===== config.mk =====
export PLATFORM = sky130hd
export DESIGN_NAME = ring_fifo_sync_frame_finder
export DESIGN_NICKNAME = d
export VERILOG_FILES = /design/src/hdl/rfsff_pkg.sv /design/src/hdl/rfsff_cell.sv /design/src/hdl/rfsff_chain.sv /design/src/hdl/ring_fifo_sync_frame_finder.sv
export SDC_FILE = /design/constraint.sdc
export NUM_CORES = 1
export LEC_CHECK = 0
export ABC_AREA = 1
export BUFFER_PORTS_ARGS = -buffer_cell sky130_fd_sc_hd__buf_2
export CORE_MARGIN = 2
export CORE_UTILIZATION = 30
export CTS_BUF_LIST = sky130_fd_sc_hd__clkbuf_4
export DETAILED_ROUTE_END_ITERATION = 6
export GPL_TIMING_DRIVEN = 0
export HOLD_SLACK_MARGIN = 0.03
export PLACE_DENSITY = 0.56
export SYNTH_ARGS = -nofsm -noshare
export SYNTH_HDL_FRONTEND = slang
export SYNTH_SLANG_ARGS = --single-unit

===== constraint.sdc =====
create_clock -name clk -period 3.2 [get_ports clk]
set_input_delay 0.48 -clock clk [delete_from_list [all_inputs] [get_ports clk]]
set_output_delay 0.48 -clock clk [all_outputs]
set_load 0.02 [all_outputs]

===== src/hdl/rfsff_pkg.sv =====
// ----------------------------------------------------------------------------
// rfsff_pkg
// Shared constants and types for the ring FIFO sync frame finder.
// ----------------------------------------------------------------------------
`default_nettype none

package rfsff_pkg;

  localparam int DEPTH_DEF = 64;

  localparam logic [7:0] SYNC_FIRST  = 8'hAA;
  localparam logic [7:0] SYNC_SECOND = 8'hBB;
  localparam logic [7:0] FLAG_BYTE   = 8'h01;

  typedef enum logic [1:0] {
    OP_PUSH  = 2'd0,
    OP_POP   = 2'd1,
    OP_SCAN  = 2'd2,
    OP_CLEAR = 2'd3
  } op_t;

  // Per-cycle command to every cell of the byte chain
  typedef struct packed {
    logic push;   // load the push byte into the cell at the fill position
    logic shift;  // every cell takes its upper neighbor
    logic wrap;   // cell at fill-1 takes cell 0 instead (rotate held bytes)
  } cell_ctrl_t;

endpackage

`default_nettype wire


===== src/hdl/rfsff_cell.sv =====
// ----------------------------------------------------------------------------
// rfsff_cell
// One byte cell of the chain: load on push, shift down or rotate on command.
// ----------------------------------------------------------------------------
`default_nettype none

module rfsff_cell #(
  parameter int DEPTH = rfsff_pkg::DEPTH_DEF,
  parameter int IDX   = 0
) (
  input  wire logic                         clk,
  input  wire rfsff_pkg::cell_ctrl_t        ctrl,
  input  wire logic [$clog2(DEPTH+1)-1:0]   count,
  input  wire logic [7:0]                   push_byte,
  input  wire logic [7:0]                   up_byte,
  input  wire logic [7:0]                   head_byte,
  output logic      [7:0]                   byte_val
);

  localparam int CW = $clog2(DEPTH+1);
  localparam logic [CW-1:0] POS = CW'(IDX);

  logic is_tail;
  logic is_last;

  assign is_tail = (POS == count);
  assign is_last = ((POS + CW'(1)) == count);

  always_ff @(posedge clk) begin
    if (ctrl.push && is_tail) begin
      byte_val <= push_byte;
    end else if (ctrl.shift) begin
      // close the ring at the newest held byte
      byte_val <= (ctrl.wrap && is_last) ? head_byte : up_byte;
    end
  end

endmodule

`default_nettype wire


===== src/hdl/rfsff_chain.sv =====
// ----------------------------------------------------------------------------
// rfsff_chain
// Row of byte cells, oldest byte in cell 0, with the sync window at the head.
// ----------------------------------------------------------------------------
`default_nettype none

module rfsff_chain #(
  parameter int DEPTH = rfsff_pkg::DEPTH_DEF
) (
  input  wire logic                         clk,
  input  wire rfsff_pkg::cell_ctrl_t        ctrl,
  input  wire logic [$clog2(DEPTH+1)-1:0]   count,
  input  wire logic [7:0]                   push_byte,
  output logic                              win_sync,
  output logic      [7:0]                   win_first,
  output logic      [7:0]                   win_second
);

  logic [7:0] cells [DEPTH];
  logic [7:0] ups   [DEPTH];

  for (genvar i = 0; i < DEPTH; i++) begin : g_cell
    if (i == DEPTH - 1) begin : g_top
      assign ups[i] = cells[i];
    end else begin : g_mid
      assign ups[i] = cells[i+1];
    end

    rfsff_cell #(
      .DEPTH (DEPTH),
      .IDX   (i)
    ) u_cell (
      .clk       (clk),
      .ctrl      (ctrl),
      .count     (count),
      .push_byte (push_byte),
      .up_byte   (ups[i]),
      .head_byte (cells[0]),
      .byte_val  (cells[i])
    );
  end

  // sync pair in cells 0 and 1, data bytes in cells 2 and 3
  assign win_sync   = (cells[0] == rfsff_pkg::SYNC_FIRST) &&
                      (cells[1] == rfsff_pkg::SYNC_SECOND);
  assign win_first  = cells[2];
  assign win_second = cells[3];

endmodule

`default_nettype wire


===== src/hdl/ring_fifo_sync_frame_finder.sv =====
// ----------------------------------------------------------------------------
// ring_fifo_sync_frame_finder
// Byte FIFO with push, pop, clear and a search for the latest AA BB frame.
// ----------------------------------------------------------------------------
// The FIFO is a row of DEPTH byte cells with the oldest byte in cell 0. Items
// are taken one at a time. Push, pop and clear pass through the done state,
// which registers their result. A scan rotates the held bytes through a fixed
// four-byte window at cell 0, one position per cycle, then rotates on until
// the byte after the newest frame's 0xBB sits in cell 0, or until the order is
// restored when no frame is found; a scan with fewer than four bytes held goes
// straight to the done state. The input is taken again as soon as a result is
// written to the output register, even while that result still waits.
`default_nettype none

module ring_fifo_sync_frame_finder #(
  parameter int DEPTH = rfsff_pkg::DEPTH_DEF
) (
  input  wire logic                         clk,
  input  wire logic                         rst,
  input  wire logic                         in_valid,
  output logic                              in_stall,
  input  wire logic [1:0]                   op,
  input  wire logic [7:0]                   data_byte,
  output logic                              out_valid,
  input  wire logic                         out_stall,
  output logic                              ok,
  output logic      [$clog2(DEPTH+1)-1:0]   fill_count,
  output logic                              is_empty,
  output logic                              is_full,
  output logic                              frame_found,
  output logic      [7:0]                   first_data,
  output logic      [8:0]                   second_value,
  output logic      [$clog2(DEPTH)-1:0]     sync_offset
);

  localparam int CW = $clog2(DEPTH+1);
  localparam int KW = $clog2(DEPTH);
  localparam int RW = $clog2(2*DEPTH);

  typedef enum logic [3:0] {
    ST_IDLE  = 4'b0001,
    ST_SCAN  = 4'b0010,
    ST_ALIGN = 4'b0100,
    ST_DONE  = 4'b1000
  } state_t;

  state_t                 state;
  rfsff_pkg::op_t         op_q;
  logic [7:0]             byte_q;
  logic [CW-1:0]          count;
  logic [RW-1:0]          rot;
  logic [RW-1:0]          tgt;
  logic                   s_found;
  logic [KW-1:0]          s_k;
  logic [7:0]             s_first;
  logic [7:0]             s_second;

  rfsff_pkg::cell_ctrl_t  ctrl;
  logic                   out_free;
  logic                   win_sync;
  logic [7:0]             win_first;
  logic [7:0]             win_second;
  logic                   last_chk;
  logic [KW-1:0]          k_now;
  logic [RW-1:0]          rot_next;

  assign in_stall   = (state != ST_IDLE);
  assign fill_count = count;
  assign is_empty   = (count == '0);
  assign is_full    = (count == CW'(DEPTH));
  assign out_free   = !out_valid || !out_stall;
  assign rot_next   = rot + RW'(1);
  assign last_chk   = (rot == (RW'(count) - RW'(4)));
  assign k_now      = KW'(rot_next);

  always_comb begin
    ctrl = '0;
    case (state)
      ST_SCAN, ST_ALIGN: begin
        ctrl.shift = 1'b1;
        ctrl.wrap  = 1'b1;
      end
      ST_DONE: begin
        if (out_free) begin
          if (op_q == rfsff_pkg::OP_PUSH && !is_full) begin
            ctrl.push = 1'b1;
          end else if (op_q == rfsff_pkg::OP_POP && !is_empty) begin
            ctrl.shift = 1'b1;
          end
        end
      end
      default: ;
    endcase
  end

  rfsff_chain #(
    .DEPTH (DEPTH)
  ) u_chain (
    .clk        (clk),
    .ctrl       (ctrl),
    .count      (count),
    .push_byte  (byte_q),
    .win_sync   (win_sync),
    .win_first  (win_first),
    .win_second (win_second)
  );

  always_ff @(posedge clk) begin
    if (rst) begin
      state        <= ST_IDLE;
      out_valid    <= 1'b0;
      count        <= '0;
      rot          <= '0;
      s_found      <= 1'b0;
      frame_found  <= 1'b0;
      first_data   <= '0;
      second_value <= '0;
      sync_offset  <= '0;
    end else begin
      if (out_valid && !out_stall) begin
        out_valid <= 1'b0;
      end
      case (state)
        ST_IDLE: begin
          if (in_valid) begin
            op_q    <= rfsff_pkg::op_t'(op);
            byte_q  <= data_byte;
            s_found <= 1'b0;
            rot     <= '0;
            if (rfsff_pkg::op_t'(op) == rfsff_pkg::OP_SCAN && count >= CW'(4)) begin
              state <= ST_SCAN;
            end else begin
              state <= ST_DONE;
            end
          end
        end
        ST_SCAN: begin
          // keep the last hit: later window positions are newer frames
          if (win_sync) begin
            s_found  <= 1'b1;
            s_k      <= k_now;
            s_first  <= win_first;
            s_second <= win_second;
          end
          rot <= rot_next;
          if (last_chk) begin
            if (win_sync) begin
              tgt <= RW'(count) + RW'(k_now) + RW'(1);
            end else if (s_found) begin
              tgt <= RW'(count) + RW'(s_k) + RW'(1);
            end else begin
              tgt <= RW'(count);
            end
            state <= ST_ALIGN;
          end
        end
        ST_ALIGN: begin
          // rotate on until the byte after the 0xBB sits in cell 0
          rot <= rot_next;
          if (rot_next == tgt) begin
            state <= ST_DONE;
          end
        end
        ST_DONE: begin
          if (out_free) begin
            out_valid <= 1'b1;
            state     <= ST_IDLE;
            case (op_q)
              rfsff_pkg::OP_PUSH: begin
                ok <= !is_full;
                if (!is_full) begin
                  count <= count + CW'(1);
                end
              end
              rfsff_pkg::OP_POP: begin
                ok <= !is_empty;
                if (!is_empty) begin
                  count <= count - CW'(1);
                end
              end
              rfsff_pkg::OP_SCAN: begin
                ok          <= s_found;
                frame_found <= s_found;
                if (s_found) begin
                  count        <= count - CW'(s_k) - CW'(1);
                  first_data   <= s_first;
                  second_value <= {(s_first == rfsff_pkg::FLAG_BYTE), s_second};
                  sync_offset  <= s_k;
                end else begin
                  first_data   <= '0;
                  second_value <= '0;
                  sync_offset  <= '0;
                end
              end
              default: begin
                ok           <= 1'b1;
                count        <= '0;
                frame_found  <= 1'b0;
                first_data   <= '0;
                second_value <= '0;
                sync_offset  <= '0;
              end
            endcase
          end
        end
        default: state <= ST_IDLE;
      endcase
    end
  end

  a_take_leaves_idle: assert property (@(posedge clk) disable iff (rst)
    in_valid && !in_stall |=> state != ST_IDLE)
    else $error("item taken but control stayed idle");

  a_count_bound: assert property (@(posedge clk) disable iff (rst)
    count <= CW'(DEPTH))
    else $error("fill count above depth");

  a_found_offset: assert property (@(posedge clk) disable iff (rst)
    frame_found |-> sync_offset != '0)
    else $error("frame held with zero sync offset");

  a_no_frame_zero: assert property (@(posedge clk) disable iff (rst)
    !frame_found |-> first_data == '0 && second_value == '0 && sync_offset == '0)
    else $error("frame values held without a frame");

  a_align_bound: assert property (@(posedge clk) disable iff (rst)
    state == ST_ALIGN |-> rot < tgt)
    else $error("rotation ran past its target");

  a_count_stable_scan: assert property (@(posedge clk) disable iff (rst)
    state == ST_SCAN || state == ST_ALIGN |=> $stable(count))
    else $error("fill count moved during a scan");

endmodule

`default_nettype wire

==> out/qor.txt <==
Number of nets in the synthesized netlist: 3675
Post-Synthesis Mean Instance Area: 8.737 um^2
Combinational family with the most area after synthesis: simple AND/OR/NAND/NOR gates
Fraction of layout cells with a size suffix above 1: 14.51%
Fin Clk Skew: 0.05922 ns
Worst-margin pin slew: 1.244 ns
Final weighted congestion in routability-driven placement: 0.9269
Number of antenna violations at the first check in global routing: 3
Share of synthesized area occupied by flip-flops and latches: 55.05%
Adder-Cell Fraction of Synth Area: 1.334%
CTS tree: yes
Compound-cell area share of the yosys netlist: 18.41%
Number of maximum-capacitance constraint violations: 0
Result of the run: finished, final reports clean
Count of placed standard cells including taps: 5070
Drt via density: 5.175
Routed wire length on met3: 10.83 mm
Wire length on met2: 47.09 mm
Leakage power of the design: 0.01535 uW
Unrepaired setup endpoints after global routing: true
Met1 Wirelength: 46.15 mm
Total count of hold-check failures in the final report: 0
Routed len/inst: 20.12 um
DRT Pass-1 Iters: 6
Prevailing post-synth register cell: sky130_fd_sc_hd__edfxtp_1
Number of I/O port buffers: 48
Total CTS buffers: 166
Number of buffers on the longest clock path: 3
Data arrival time at the worst-slack endpoint: 3.89 ns
Post-synth EDFFs: 552
Yosys warning count: 0
Clk Tree Root Cell: sky130_fd_sc_hd__clkbuf_4
Post-Synth Simple-Gate Area: 19.64%
Chip Height: 329.1 um
Area added between synthesis and finish: 14.16%
Minimum clock period: 3.166 ns
Type of element capturing the critical path: flop
Slack of the worst reg-to-reg path: 0.03 ns
Core area: 105100 um^2
I/O pin count: 50
Highest layer used for signal routing: met4
Xor and xnor area share after synthesis: 0.1657%
Final critical-path setup slack: 0.03442 ns
Final WL: 108.5 mm
Pwr dens: 534.2 nW/um^2
Synthesized flop and latch total: 596
Total number of nets in the final design: 3916
Required @ worst endpoint: 3.93 ns
DP Wirelength: 72.72 mm
Std cell rows: 119
Worst-case vdd ir drop: 0.3000 mV
Number of fill cells: 11060
Ratio of final minimum period to clock period: 98.92%
FMAX: 0.3159 GHz
Yosys top cell by area: sky130_fd_sc_hd__edfxtp_1
Die area: 108300 um^2
Critical path class: reg -> reg
DRC violation count after routing: 0
Fin area: 36200 um^2
Number of cells produced by synthesis: 3629
Non-filler cells in the finished layout: 5393
Maximum number of pins on one net before global-route repair: 18
Clock latency at the later pin of the worst-skew pair: 1.06 ns
Async S/R FF share, synth: 0%
Netlist Area Pre-Place: 31710 um^2
Total setup violations reported at the end of the flow: 0
Effective utilization at floorplan: 30.16%
Total power: 19340 uW
Worst slew margin relative to its limit: 17.06%
Total vias in the final route: 27910
Max FO, Critical Path: 10
Final count of pins violating max slew: 0
Clock sink count: 596
Iteration-0 DRC Markers: 3337
Hold WC Path Type: in -> reg
Global-route wire length before repair: 161.7 mm
Post-detailed-placement cell area: 33730 um^2
Via count of the first global-routing pass: 26160
Reg clk slew, reported paths: 0.06 ns
Share of the synthesized area in the top cell type: 52.28%
Die width: 329.1 um
Place WS: -0.7524 ns
Multiplexer fraction of the synthesized cell area: 0%
Leading cell types by total area after synthesis: sky130_fd_sc_hd__edfxtp_1, sky130_fd_sc_hd__nand2_1, sky130_fd_sc_hd__o21ai_0, sky130_fd_sc_hd__dfxtp_1, sky130_fd_sc_hd__nand2_4
Leftover overflow at the end of global routing: 0
Startpoint type of the worst setup path: flop
Overall Global Routing Usage: 19.75%
Deepest level of the CTS H-tree: 4
Number of nets with antenna violations after detailed routing: 0
Post-synthesis cell type count: 48
[routing by layer]
layer / vias to the layer above / GRT usage (%)
met5: - / 0
li1: 13130 / -
met1: 13170 / 26.76
met2: 1340 / 30.03
met4: 0 / 8.765
met3: 268 / 4.631
[flip-flops by register name, indices dropped and copies added, names as in the netlist, 2 cells and up]
signal	cells
byte_q	8
fill_count	7
first_data	8
op_q	2
rot	7
s_first	8
s_k	6
s_second	8
second_value	9
state	4
sync_offset	6
tgt	7
u_chain.g_cell.u_cell.byte_val	512
[through the flow]
step / util (%) / hold slack, ns / TNS [ns]
CTS: 34.38 / 0.04308 / 0
global placement: 32.05 / 0.4466 / -402.89
finish: 34.44 / 0.1330 / 0
detailed placement: 32.09 / 0.4509 / -374.72
global route: 34.43 / 0.08225 / -0.1262
floorplan: - / 0.4268 / 0
[where the power goes]
part / internal [uW] / switching [uW]
Clock: 3740 / 3560
Sequential: 9110 / 215
Combinational: 606 / 2100
[placed cells by master, fill, tap and decap left out, types with 4 or more instances in the layout]
master / n
sky130_fd_sc_hd__dlygate4sd3_1: 14
sky130_fd_sc_hd__nor2_1: 107
sky130_fd_sc_hd__nand2_2: 19
sky130_fd_sc_hd__nand4_1: 15
sky130_fd_sc_hd__nor2_2: 25
sky130_fd_sc_hd__diode_2: 6
sky130_fd_sc_hd__inv_2: 11
sky130_fd_sc_hd__clkbuf_4: 245
sky130_fd_sc_hd__buf_12: 7
sky130_fd_sc_hd__clkinv_2: 4
sky130_fd_sc_hd__o21ai_1: 106
sky130_fd_sc_hd__inv_1: 84
sky130_fd_sc_hd__clkinv_1: 38
sky130_fd_sc_hd__o21ai_0: 861
sky130_fd_sc_hd__o22ai_1: 41
sky130_fd_sc_hd__o21ai_2: 7
sky130_fd_sc_hd__ha_1: 28
sky130_fd_sc_hd__clkbuf_1: 137
sky130_fd_sc_hd__o211ai_1: 7
sky130_fd_sc_hd__nand2_4: 50
sky130_fd_sc_hd__buf_4: 21
sky130_fd_sc_hd__nand2_1: 1216
sky130_fd_sc_hd__clkinvlp_4: 8
sky130_fd_sc_hd__buf_2: 145
sky130_fd_sc_hd__nand3_1: 36
sky130_fd_sc_hd__dfxtp_1: 39
sky130_fd_sc_hd__a21oi_1: 107
sky130_fd_sc_hd__edfxtp_1: 552
sky130_fd_sc_hd__buf_6: 11
[path summary, 6_finish.rpt]
kind	from	to	cells after the start
setup / recovery	fill_count[2]$_SDFFE_PP0P_	u_chain.g_cell[57].u_cell.byte_val[6]$_DFFE_PP_	11
setup reg to reg	fill_count[2]$_SDFFE_PP0P_	u_chain.g_cell[57].u_cell.byte_val[6]$_DFFE_PP_	11
hold reg to reg	first_data[0]$_SDFFE_PP0P_	first_data[0]$_SDFFE_PP0P_	2
hold / removal	data_byte[7]	byte_q[7]$_DFFE_PP_	2
[area by class of cell]
class	count	area, um^2	share of cell area (%)
Multi-Input combinational cell	2666	12600	34.81
Sequential cell	596	17470	48.26
Buffer	263	1325	3.660
Clock buffer	245	1839	5.081
Timing Repair Buffer	75	514.2	1.421
Antenna cell	6	15.01	0.04148
Tap cell	1391	1740	4.808
Clock inverter	49	292.8	0.8088
Inverter	102	400.4	1.106
[repair_timing]
| action | in CTS | in global routing |
|---|---|---|
| hold endpoints to repair | 31 | 0 |
| gates resized for setup | 21 | 13 |
| cloned | 0 | 0 |
| pin swaps | 1 | 0 |
| hold buffers | 14 | 0 |
| endpoints found under the setup margin | 1048 | 130 |
| setup buffers | 9 | 2 |
[worst max-delay path: stages (launching register included)]
cell,delay [ns]
sky130_fd_sc_hd__dfxtp_4,0.42
sky130_fd_sc_hd__buf_4,0.22
sky130_fd_sc_hd__clkinvlp_4,0.14
sky130_fd_sc_hd__buf_4,0.18
sky130_fd_sc_hd__ha_1,0.26
sky130_fd_sc_hd__nand2_1,0.51
sky130_fd_sc_hd__nor2_2,0.17
sky130_fd_sc_hd__nand2_1,0.24
sky130_fd_sc_hd__clkbuf_1,0.32
sky130_fd_sc_hd__o21ai_0,0.21
sky130_fd_sc_hd__nand2_1,0.12
sky130_fd_sc_hd__o21ai_0,0.09
[cell families (layout without fill, tap and decap cells)]
kind of cell	after synthesis	count (layout)
compound gates	1141	1141
xor+xnor	6	6
fa+ha+maj	32	32
buf+inv	367	734
flops	596	596
other cells	0	6
simple gates	1487	1487
[cells in the mapped netlist, types with 3 or more instances]
master,n
sky130_fd_sc_hd__nand2_1,1222
sky130_fd_sc_hd__o21ai_0,863
sky130_fd_sc_hd__edfxtp_1,552
sky130_fd_sc_hd__clkbuf_1,141
sky130_fd_sc_hd__nor2_1,112
sky130_fd_sc_hd__a21oi_1,107
sky130_fd_sc_hd__o21ai_1,106
sky130_fd_sc_hd__buf_2,98
sky130_fd_sc_hd__inv_1,89
sky130_fd_sc_hd__nand2_4,49
sky130_fd_sc_hd__dfxtp_1,44
sky130_fd_sc_hd__o22ai_1,41
sky130_fd_sc_hd__nand3_1,36
sky130_fd_sc_hd__ha_1,29
sky130_fd_sc_hd__nor2_2,21
sky130_fd_sc_hd__nand4_1,15
sky130_fd_sc_hd__nand2_2,14
sky130_fd_sc_hd__buf_4,10
sky130_fd_sc_hd__buf_6,10
sky130_fd_sc_hd__inv_2,7
sky130_fd_sc_hd__o211ai_1,7
sky130_fd_sc_hd__buf_12,6
sky130_fd_sc_hd__clkinv_1,5
sky130_fd_sc_hd__o21ai_2,5
sky130_fd_sc_hd__nor3_1,4
sky130_fd_sc_hd__a31oi_1,3
sky130_fd_sc_hd__fa_1,3
sky130_fd_sc_hd__xnor2_1,3
sky130_fd_sc_hd__xor2_1,3
No activity file was read; power rests on OpenSTA's default activity.
